==> src/sv/lru_lookup_cache_top_defines.svh <==
// Assertion macros for the LRU lookup cache.
// Used by modules that assert; they expect clk and arst_n in scope.
`ifndef LRU_LOOKUP_CACHE_TOP_DEFINES_SVH
`define LRU_LOOKUP_CACHE_TOP_DEFINES_SVH

// Same-cycle implication, disabled during reset.
`define LRU_ASSERT_IMPLY(label, ante, cons) \
	label: assert property (@(posedge clk) disable iff (!arst_n) (ante) |-> (cons)) \
		else $error("lru cache assertion failed");

// Next-cycle implication, disabled during reset.
`define LRU_ASSERT_NEXT(label, ante, cons) \
	label: assert property (@(posedge clk) disable iff (!arst_n) (ante) |=> (cons)) \
		else $error("lru cache assertion failed");

`endif

==> src/sv/lru_pkg.sv <==
// Shared constants and types for the LRU lookup cache.
// No dependencies; used by lru_cell and lru_lookup_cache_top.
package lru_pkg;

	localparam int ENTRIES  = 4;
	localparam int KEY_BITS = 16;

	localparam int KEY_W    = 16;
	localparam int VALUE_W  = 32;
	localparam int IN_W     = 48;
	localparam int OUT_W    = 8;
	localparam int CMP_BITS = (KEY_BITS < KEY_W) ? KEY_BITS : KEY_W;
	localparam int AGE_W    = (ENTRIES > 2) ? $clog2(ENTRIES) : 1;
	localparam logic [AGE_W-1:0] AGE_MAX = AGE_W'(ENTRIES - 1);

	// Request broadcast to every cell.
	typedef struct packed {
		logic                      en;
		logic [CMP_BITS-1:0]       key;
		logic signed [VALUE_W-1:0] value;
	} req_t;

	// Lookup outcome broadcast back to every cell.
	typedef struct packed {
		logic             hit;
		logic [AGE_W-1:0] hit_age;
	} bcast_t;

	// Per-cell status toward the top level.
	typedef struct packed {
		logic             match;
		logic             valid;
		logic             victim;
		logic [AGE_W-1:0] age;
	} cell_stat_t;

endpackage

==> src/sv/lru_cell.sv <==
// One cache entry: key, value, valid bit and LRU age rank.
// Depends on lru_pkg; chained to its neighbor by the valid bit.
module lru_cell (
	input  logic                clk,
	input  logic                arst_n,
	input  lru_pkg::req_t       req,
	input  lru_pkg::bcast_t     bcast,
	input  logic                prev_valid,
	output lru_pkg::cell_stat_t stat
);
	import lru_pkg::*;

	logic [CMP_BITS-1:0]       key_q;
	logic signed [VALUE_W-1:0] value_q;
	logic                      valid_q;
	logic [AGE_W-1:0]          age_q;
	logic                      free_here;
	logic                      wr;

	// Entries fill from index 0 up and are never dropped, so the first
	// empty slot is the one whose lower neighbor is valid.
	assign free_here   = !valid_q && prev_valid;
	assign stat.match  = valid_q && (key_q == req.key);
	assign stat.valid  = valid_q;
	assign stat.victim = valid_q && (age_q == AGE_MAX);
	assign stat.age    = age_q;
	assign wr          = req.en && !bcast.hit && (free_here || stat.victim);

	always_ff @(posedge clk or negedge arst_n) begin
		if (!arst_n) begin
			valid_q <= 1'b0;
			age_q   <= '0;
		end else if (req.en) begin
			if (bcast.hit) begin
				if (stat.match) begin
					age_q <= '0;
				end else if (valid_q && (age_q < bcast.hit_age)) begin
					age_q <= age_q + 1'b1;
				end
			end else if (wr) begin
				valid_q <= 1'b1;
				age_q   <= '0;
			end else if (valid_q && (age_q != AGE_MAX)) begin
				age_q <= age_q + 1'b1;
			end
		end
	end

	// Payload: write on a fill, no reset.
	always_ff @(posedge clk) begin
		if (wr) begin
			key_q   <= req.key;
			value_q <= req.value;
		end
	end

endmodule

==> src/sv/lru_lookup_cache_top.sv <==
// Top level of the fully associative LRU lookup cache.
// Depends on lru_pkg, lru_cell and lru_lookup_cache_top_defines.svh.
//
// Channel   Dir  Handshake            Payload (low bit up)
// -------   ---  -------------------  -----------------------------------
// s_*       in   s_tvalid / s_tready  s_tdata: key[15:0], fill_value[47:16]
// m_*       out  m_tvalid / m_tready  m_tdata: hit[0], zero pad [7:1]
//
// One request per cycle unless m_* stalls: every cell compares its key with the
// request in parallel and updates its rank at the edge of the transfer; the hit flag is
// written to the output register at that same edge and shows on m_* the next cycle.
// Reset clears all valid bits and ranks at once; no clearing pass.
// A new request is taken while the output register is empty or drains in
// the same cycle; a stalled output holds the input side.
`include "lru_lookup_cache_top_defines.svh"

module lru_lookup_cache_top (
	input  logic                      clk,
	input  logic                      arst_n,
	input  logic                      s_tvalid,
	output logic                      s_tready,
	input  logic [lru_pkg::IN_W-1:0]  s_tdata,  // key[15:0], fill_value[47:16]
	output logic                      m_tvalid,
	input  logic                      m_tready,
	output logic [lru_pkg::OUT_W-1:0] m_tdata   // hit[0], zeros[7:1]
);
	import lru_pkg::*;

	req_t             req;
	bcast_t           bcast;
	cell_stat_t       stat [ENTRIES];
	logic [ENTRIES-1:0] match_vec;
	logic [ENTRIES-1:0] valid_vec;
	logic [ENTRIES-1:0] victim_vec;
	logic [ENTRIES-1:0] valid_inc;
	logic [AGE_W-1:0] hit_age;
	logic             m_tvalid_q;
	logic             hit_q;
	logic             fill_room;

	// Accept whenever the output register is free or is being emptied.
	assign s_tready  = !m_tvalid_q || m_tready;
	assign req.en    = s_tvalid && s_tready;
	assign req.key   = s_tdata[CMP_BITS-1:0];
	assign req.value = $signed(s_tdata[KEY_W +: VALUE_W]);

	// Gather cell status; at most one cell matches, so an OR picks its age.
	always_comb begin
		hit_age = '0;
		for (int i = 0; i < ENTRIES; i++) begin
			match_vec[i]  = stat[i].match;
			valid_vec[i]  = stat[i].valid;
			victim_vec[i] = stat[i].victim;
			hit_age       = hit_age | (stat[i].match ? stat[i].age : '0);
		end
	end

	assign bcast.hit     = |match_vec;
	assign bcast.hit_age = hit_age;

	// Row of cells; each passes its valid bit up to the next.
	for (genvar g = 0; g < ENTRIES; g++) begin : g_cell
		logic prev_valid;
		if (g == 0) begin : g_first
			assign prev_valid = 1'b1;
		end else begin : g_rest
			assign prev_valid = valid_vec[g-1];
		end
		lru_cell u_cell (
			.clk        (clk),
			.arst_n     (arst_n),
			.req        (req),
			.bcast      (bcast),
			.prev_valid (prev_valid),
			.stat       (stat[g])
		);
	end

	// Output register: hold while the sink stalls.
	always_ff @(posedge clk or negedge arst_n) begin
		if (!arst_n) begin
			m_tvalid_q <= 1'b0;
		end else if (s_tready) begin
			m_tvalid_q <= req.en;
		end
	end

	always_ff @(posedge clk) begin
		if (req.en) begin
			hit_q <= bcast.hit;
		end
	end

	assign m_tvalid = m_tvalid_q;
	assign m_tdata  = {(OUT_W-1)'(0), hit_q};

	// Valid entries always form a run from index 0.
	assign valid_inc = valid_vec + 1'b1;

	// A miss while a slot is still empty extends the valid run by one.
	assign fill_room = req.en && !bcast.hit && !(&valid_vec);

	`LRU_ASSERT_IMPLY(a_single_match, 1'b1, $onehot0(match_vec))
	`LRU_ASSERT_IMPLY(a_one_victim_when_full, &valid_vec, $onehot(victim_vec))
	`LRU_ASSERT_IMPLY(a_valid_prefix, 1'b1, (valid_inc & valid_vec) == '0)
	`LRU_ASSERT_NEXT(a_miss_fills, fill_room, valid_vec == {$past(valid_vec[ENTRIES-2:0]), 1'b1})

endmodule

==> config.mk <==
export PLATFORM = sky130hd
export DESIGN_NAME = lru_lookup_cache_top
export DESIGN_NICKNAME = d
export VERILOG_FILES = /design/src/sv/lru_pkg.sv /design/src/sv/lru_cell.sv /design/src/sv/lru_lookup_cache_top.sv
export VERILOG_INCLUDE_DIRS = /design/src /design/src/sv
export SDC_FILE = /design/constraint.sdc
export NUM_CORES = 1
export LEC_CHECK = 0
export BUFFER_PORTS_ARGS = -buffer_cell sky130_fd_sc_hd__buf_2
export CAP_MARGIN = 20
export CORE_MARGIN = 2
export CORE_UTILIZATION = 40
export CTS_CLUSTER_DIAMETER = 150
export DETAILED_ROUTE_END_ITERATION = 7
export GPL_ROUTABILITY_DRIVEN = 0
export PLACE_DENSITY_LB_ADDON = 0.15
export RECOVER_POWER = 50
export SLEW_MARGIN = 20
export SYNTH_ARGS = -nofsm -noshare
export SYNTH_HDL_FRONTEND = slang
export SYNTH_HIERARCHICAL = 1
export SYNTH_SLANG_ARGS = --single-unit
export TNS_END_PERCENT = 20
==> constraint.sdc <==
create_clock -name clk -period 4.2 [get_ports clk]
set_input_delay 0.21 -clock clk [delete_from_list [all_inputs] [get_ports clk]]
set_output_delay 0.21 -clock clk [all_outputs]
set_load 0.005 [all_outputs]
[After elaboration in Yosys (flattened, before gate mapping)]
Cells that the tools add are included.
Cells by class
  $add $sub $neg: 4
  $mul: 0
  div/mod/pow operators: 0
  $lt $le $gt $ge: 4
  eq/ne operators: 16
  shift-type cells: 0
  muxes and demuxes: 24
  bitwise gates (word level): 4
  reduce and logical (&&, ||, !) cells: 49
Operators with widths (number)
  equality test 16 bit: 4
  2-to-1 mux 2 bit: 24
  logical AND 1 bit: 25
  AND reduction 3 bit: 8
  inequality test 3 bit (second input constant): 4
  nonzero test 3 bit: 4
  adder 2 x 1 -> 2 bit (second input constant): 4
  equality test 2 bit (second input constant): 4
  < comparator 2 bit: 4
  inequality test 2 bit (second input constant): 4
  zero test 1 bit: 6
  OR 2 bit: 3
  logical OR 1 bit: 5
  OR reduction 4 bit: 1
  NOT 1 bit: 1
Word-level totals
  register bits: 78
  latch bits: 0
  bits in writable memories: 0
  bits in read-only memories: 0
  bits of input ports: 52
  output and inout bits: 10
  logic and storage cells: 115
  memories: 0

[Longest topological paths before layout]
Gate-level depths: netlist of the first run.
  depth after elaboration: 11
  gate-level depth with buffers: 12
  depth with buffers taken out: 12

[Hierarchy]
The synthesis of the first run kept the hierarchy.
By module, submodules not included
  lru_cell: times used 4, cells an instance 60, area an instance 878.3 µm², sequential area each 555.5 µm²
  lru_lookup_cache_top: times used 1, cells an instance 22, area an instance 186.4 µm², sequential area each 55.1 µm²

[Worst setup path before layout of the first run]
Ideal clock, no wire load.
  path type: register -> register
  start point: register g_cell[2].u_cell.key_q[0]
  end point: register g_cell[0].u_cell.age_q[1]
  library setup time: 128 ps
  data arrival time: 3506 ps
  required time: 4072 ps
  slack: 566 ps
  cell stages (with the launch flop): 10
  buffers on the path: 0
  clock period less this slack: 3634 ps
  cell sequence: edfxtp_1 > xor2_1 > nor3_1 > nand4_1 > nor3_2 > or4_1 > nor3b_1 > nand2b_1 > a21oi_1 > mux2_1
RTL lines
  from (decl): line lru_cell.sv:13  | logic [CMP_BITS-1:0] key_q;
  from (signal assigned): line lru_cell.sv:52  | key_q <= req.key;
  to (signal assigned): line lru_cell.sv:38  | age_q <= age_q + 1'b1;
  to (signal assigned): line lru_cell.sv:44  | age_q <= age_q + 1'b1;
  to (decl): line lru_cell.sv:16  | logic [AGE_W-1:0] age_q;

==> results.sh, run 1 <==
export IMPL_ys_warn_count=6
export IMPL_path_max_fanout=6
export IMPL_dieArea_sq_mm=0.0100
export IMPL_power_density_mw_per_mm2=483
export IMPL_avgRoutedWirePerCell_um=15.5
export IMPL_grt_overflow=0
export IMPL_multi_input_area_sq_mm=0.00133
export IMPL_drv_cap=0
export IMPL_final_cells=411
export IMPL_ctsLongestPathBuffers=2
export IMPL_tightestPinTransition_ns=0.767
export IMPL_synth_cells=261
export IMPL_grt_setup_unrepaired="no"
export IMPL_clock_latency_ns=0.35
export IMPL_worstReg2RegStart="g_cell[1].u_cell/key_q[9]$_DFFE_PP_"
export IMPL_cellLeakagePower_uw=0.00148
export IMPL_period_minus_slack_ns=3.32
export IMPL_final_seq_area_sq_mm=0.00228
export IMPL_setup_viol=0
export IMPL_r2r_slack_ns=0.88
export IMPL_worstPathArrival_ns=3.55
export IMPL_grt_pass1_vias=1919
export IMPL_place_hpwl_um=4350
export IMPL_syn_to_final_growth_pct=10.6
export IMPL_tns_ns=0
export IMPL_cts_tree="done"
export IMPL_drtIter0Drc=58
export IMPL_cts_sinks=78
export IMPL_drt_pre_antenna_iters=4
export IMPL_syn_area_per_cell_sq_um=14.1
export IMPL_timing_rr_end="g_cell[2].u_cell/age_q[1]$_DFFE_PN0P_"
export IMPL_path_clk_slew_ns=0.08
export IMPL_h_tree_depth=3
export IMPL_layout_nets=356
export IMPL_drv_slew=0
export IMPL_n_antenna_cell=0
export IMPL_antenna_found_initial=0
export IMPL_grt_usage_pct=13.8
export IMPL_nFillCells=848
export IMPL_detail_route_vias_per_cell=4.92
export IMPL_reg2regPathDepth=12
export IMPL_post_cts_buffers=0
export IMPL_status="finished, final reports clean"
export IMPL_period_share_pct=78.9
export IMPL_cts_resized_gates=0
export IMPL_port_buffers=22
export IMPL_holdWs_ns=0.0566
export IMPL_p_total_uw=1970
export IMPL_routed_wl_um=6370
export IMPL_die_x_um=100
export IMPL_crit_required_ns=4.43
export IMPL_root_buffer="clkbuf_8"
export IMPL_cts_hold_buf=1
export IMPL_ios=62
export IMPL_dp_cells=395
export IMPL_worstHoldPathType="input pin to flop"
export IMPL_num_rows=35
export IMPL_grt_pass1_wl_um=10200
export IMPL_cts_buffers=9
export IMPL_drt_antenna_violating_nets=0
export IMPL_start_kind="flop"
export IMPL_timing_fmax_mhz=302
export IMPL_crit_path_start="g_cell[1].u_cell/key_q[9]$_DFFE_PP_"
export IMPL_die_h_um=100
export IMPL_critPathKind="flop to flop"
export IMPL_cp_end_kind="flop"
export IMPL_finClkSkew_ns=0.00914
export IMPL_peakVddDrop_mv=0.196
export IMPL_worstSetupEndpoint="g_cell[2].u_cell/age_q[1]$_DFFE_PN0P_"
export IMPL_synth_area_sq_mm=0.00369
export IMPL_drc=0
export IMPL_hold_violations=0
export IMPL_drive_above_1_share_pct=13.0
export IMPL_core_area_sq_mm=0.00911
export IMPL_max_slew_margin_pct=48.9
export IMPL_grt_max_degree=18
export IMPL_route_vias_total=2021
export IMPL_start_util_pct=40.5
[layer usage]
layer | routed length [um] | share of wire [%] | vias to the layer above | global-route usage [%]
met5 | 0 | 0 | - | 0
met4 | 118 | 1.9 | 0 | 6.01
met3 | 200 | 3.1 | 11 | 3.76
met2 | 2880 | 45 | 33 | 21.0
met1 | 3170 | 50 | 973 | 18.5
li1 | - | - | 1004 | -
[layout make-up]
| class | instances | share of cell area [%] |
|---|---|---|
| repair buffers | 28 | 3.34 |
| clock buffers | 9 | 3.03 |
| flip-flops and latches | 78 | 55.7 |
| multi-input cells | 167 | 32.6 |
| well taps | 111 | 3.40 |
| clock inverters | 6 | 0.735 |
| inverters | 12 | 1.10 |
[state kept, by name, indices dropped and copies added, names as in the netlist]
name,flops
g_cell.u_cell/age_q,8
g_cell.u_cell/key_q,64
g_cell.u_cell/valid_q,4
hit_q,1
m_tvalid,1
[placed cells by master (no fill, tap or decap), drive strengths merged]
cell type     n
or4           1
nor3b         4
mux2          8
nand4         4
clkinv        5
a22oi         4
a21boi        4
a211oi        4
nor3          8
dlygate4sd3   1
edfxtp       65
and2          5
nand2b        6
o31ai         4
xor2         64
conb          9
inv          12
o21ai         4
or2           4
clkbuf       26
a21oi         8
nand2         2
clkinvlp      1
buf          10
ha            8
o31a          4
nor4         12
dfrtp        13
[where the power goes]
group,internal (uW),leakage [uW],switching [uW]
Sequential,1000,0.000735,90.6
Combinational,183,0.000665,227
Clock,204,0.0000797,264
[critical path: stages (launching register included)]
cell and delay (ns):
edfxtp_1 0.38, xor2_1 0.15, nor4_1 0.53, nand4_1 0.26
nor3_2 0.45, a22oi_1 0.12, nand2_1 0.15, inv_1 0.06
ha_1 0.28, a21boi_0 0.12, o31ai_1 0.25, o21ai_2 0.11
mux2_1 0.33
[worst min-delay path by stage]
stage	startpoint	depth (start not counted)	endpoint
after CTS	s_tvalid	2	m_tvalid$_DFFE_PN0P_
after detailed placement	arst_n	1	m_tvalid$_DFFE_PN0P_
after global routing	s_tvalid	2	m_tvalid$_DFFE_PN0P_
after floorplan	arst_n	0	g_cell[0].u_cell/age_q[0]$_DFFE_PN0P_
final	s_tvalid	2	m_tvalid$_DFFE_PN0P_
after global placement	arst_n	1	m_tvalid$_DFFE_PN0P_
[through the flow]
stage | utilization, % | setup slack [ns] | instance area (sq um)
after detailed placement | 43.3 | 0.710 | 3940
after global routing | 44.8 | 0.506 | 4090
after CTS | 45.1 | 0.713 | 4110
after floorplan | - | 0.566 | 3720
after global placement | 43.3 | 0.721 | 3940
final | 44.8 | 0.885 | 4090
Note: power is estimated with default switching activity, not from simulation.
==> inputs of run 2 (changes only) <==
--- a/config.mk
+++ b/config.mk
@@ -6,6 +6,7 @@
 export SDC_FILE = /design/constraint.sdc
 export NUM_CORES = 1
 export LEC_CHECK = 0
+export ABC_AREA = 1
 export BUFFER_PORTS_ARGS = -buffer_cell sky130_fd_sc_hd__buf_2
 export CAP_MARGIN = 20
 export CORE_MARGIN = 2
==> constraint.sdc (replaced) <==
create_clock -name clk -period 2.8 [get_ports clk]
set_input_delay 0.14 -clock clk [delete_from_list [all_inputs] [get_ports clk]]
set_output_delay 0.14 -clock clk [all_outputs]
set_load 0.005 [all_outputs]
==> run 2 against run 1 <==
Effect of this change:
- critical path depth grew 7
- area after synthesis grew 35%
- worst hold slack worse by 0.049 ns
- clock power rose by 130%
- register-to-register slack got worse by 0.58 ns
- routed wire length increased by 58%
- utilization grew 1.4 points
- global-route usage up 2.5 points
- via count rose by 100%
- clock skew is 0.0025 ns lower
- combinational power increased by 52%
- synthesized cell count rose to 2.7 times the previous value
- critical path type unchanged
==> results.sh, run 2 <==
export IMPL_dpl_cell_area_sq_mm=0.00532
export IMPL_tightestPinTransition_ns=0.786
export IMPL_period_share_pct=89.3
export IMPL_port_buffers=22
export IMPL_top_register="g_cell.u_cell/key_q"
export IMPL_worstHoldPathType="input pin to flop"
export IMPL_dpl_worst_slack_ns=0.276
export IMPL_multi_input_area_sq_mm=0.00204
export IMPL_peakVddDrop_mv=0.256
export IMPL_hold_violations=0
export IMPL_dieArea_sq_mm=0.0133
export IMPL_internal_power_uw=2220
export IMPL_pwr_share_clk_pct=33.5
export IMPL_antenna_found_initial=0
export IMPL_grt_overflow=0
export IMPL_cp_slowest_cell="edfxtp_1"
export IMPL_cts_sinks=78
export IMPL_die_x_um=116
export IMPL_layout_nets=808
export IMPL_avgRoutedWirePerCell_um=10.9
export IMPL_grt_max_degree=18
export IMPL_critPathKind="flop to flop"
export IMPL_drv_slew=0
export IMPL_syn_area_per_cell_sq_um=7.01
export IMPL_path_max_fanout=17
export IMPL_largest_reg_flops=64
export IMPL_reg_largest_list="g_cell.u_cell/key_q (64), g_cell.u_cell/age_q (8), g_cell.u_cell/valid_q (4)"
export IMPL_timing_fmax_mhz=400
export IMPL_hp_start="s_tvalid"
export IMPL_detail_route_vias_per_cell=4.46
export IMPL_worstReg2RegStart="g_cell[1].u_cell/key_q[10]$_DFFE_PP_"
export IMPL_path_clk_slew_ns=0.06
export IMPL_drtIter0Drc=197
export IMPL_core_area_sq_mm=0.0121
export IMPL_ctsLongestPathBuffers=2
export IMPL_combPwrFrac_pct=19.8
export IMPL_max_stage_delay_ns=0.38
export IMPL_route_vias_total=4105
export IMPL_grt_setup_unrepaired="no"
export IMPL_crit_path_start="g_cell[1].u_cell/key_q[10]$_DFFE_PP_"
export IMPL_drc=0
export IMPL_grt_use_met3_pct=2.35
export IMPL_finClkSkew_ns=0.00662
export IMPL_fin_ws_ns=0.300
export IMPL_p_switching_uw=931
export IMPL_status="finished, final reports clean"
export IMPL_cp_end_kind="flop"
export IMPL_grt_pass1_vias=3849
export IMPL_n_antenna_cell=0
export IMPL_tns_ns=0
export IMPL_h_tree_depth=3
export IMPL_drive_above_1_share_pct=9.69
export IMPL_synth_area_sq_mm=0.00497
export IMPL_cts_tree="done"
export IMPL_power_density_mw_per_mm2=564
export IMPL_max_slew_margin_pct=47.6
export IMPL_syn_to_final_growth_pct=12.1
export IMPL_grt_busiest_layer="met2"
export IMPL_start_kind="flop"
export IMPL_die_h_um=116
export IMPL_clock_latency_ns=0.34
export IMPL_drt_pre_antenna_iters=6
export IMPL_final_common_cell="nand2_1"
export IMPL_synth_cells=709
export IMPL_root_buffer="clkbuf_16"
export IMPL_nFillCells=1178
export IMPL_setup_viol=0
export IMPL_r2r_slack_ns=0.30
export IMPL_period_minus_slack_ns=2.50
export IMPL_num_rows=40
export IMPL_drt_antenna_violating_nets=0
export IMPL_ios=62
export IMPL_power_switching_share_pct=29.6
export IMPL_worstPathArrival_ns=2.73
export IMPL_path_cells="nand2_1, inv_1, nor2_1, nor2_1, nand2_1, nor2_1, nand3_2, inv_1, nor2_1, nand2_2, inv_1, o21ai_1, nor3_2, buf_4, inv_2, nand3_1, nand2_2, nand2_1, nand2_1"
export IMPL_stdcell_area_sq_mm=0.00558
export IMPL_start_util_pct=41.2
export IMPL_drv_cap=0
export IMPL_cellLeakagePower_uw=0.00299
export IMPL_grtUsageMet2_pct=27.4
export IMPL_grt_use_met1_pct=19.8
export IMPL_grt_usage_pct=16.3
export IMPL_p_seq_share_pct=46.6
export IMPL_final_seq_area_sq_mm=0.00228
export IMPL_crit_required_ns=3.03
export IMPL_cts_buffers=9
export IMPL_place_hpwl_um=7720
export IMPL_ys_warn_count=6
export IMPL_routed_wl_um=10100
export IMPL_grt_pass1_wl_um=16800
export IMPL_layout_common_cells="nand2_1 (280), inv_1 (146), nor2_1 (98)"
## run 2: worst paths after layout
check | endpoint | cells past startpoint
worst max-delay path | g_cell[2].u_cell/age_q[1]$_DFFE_PN0P_ | 19
worst min-delay path | m_tvalid$_DFFE_PN0P_ | 3
worst max register to register | g_cell[2].u_cell/age_q[1]$_DFFE_PN0P_ | 19
worst min register to register | m_tvalid$_DFFE_PN0P_ | 2
max in group asynchronous | g_cell[0].u_cell/valid_q$_DFFE_PN0P_ | 2
min in group asynchronous | g_cell[3].u_cell/valid_q$_DFFE_PN0P_ | 2
## run 2: what timing repair did
item / 4_1_cts / 5_1_grt
hold buffers: 1 / 0
setup endpoints to repair: 0 / 2
buffers inserted: 0 / 0
gates resized for setup: 0 / 1
hold endpoints to repair: 13 / 0
## run 2: worst max-delay path, delay by kind of cell (launching register included)
kind                   cells  cell delay [ns]
AOI/OAI and AO/OA          1             0.10
buffers and inverters      5             0.62
DFF                        1             0.38
and+or+nand+nor           13             1.28
## run 2: layout make-up
class	instances	share of cell area, %
clock buffer	10	4.11
sequential	78	40.8
multi-input combinational	469	36.7
tap	168	3.77
timing repair buffer	32	3.19
inverter	158	10.7
clock inverter	6	0.696
## run 2: through the flow
stage | total power (uW) | util [%] | hold WS, ns | instances
2_1_floorplan | 1940 | - | -0.156 | 716
3_3_place_gp | 2090 | 44.1 | 0.0627 | 904
3_5_place_dp | 2120 | 44.1 | 0.0628 | 904
4_1_cts | 3190 | 46.4 | 0.000890 | 921
5_1_grt | 3340 | 46.2 | 0.0195 | 921
6_report | 3150 | 46.2 | 0.00741 | 921
## run 2: layer usage
layer / up-vias / wire length, um
met4: 0 / 373
met5: - / 0
met2: 96 / 4710
met3: 29 / 390
met1: 1795 / 4610
li1: 2185 / -
## run 2: power by group through the flow
stage          logic (uW)  clock network, uW  registers (uW)
2_1_floorplan         471                  0            1470
3_3_place_gp          607                  0            1480
3_5_place_dp          626                  0            1490
4_1_cts               630               1090            1470
5_1_grt               728               1130            1490
6_report              624               1060            1470
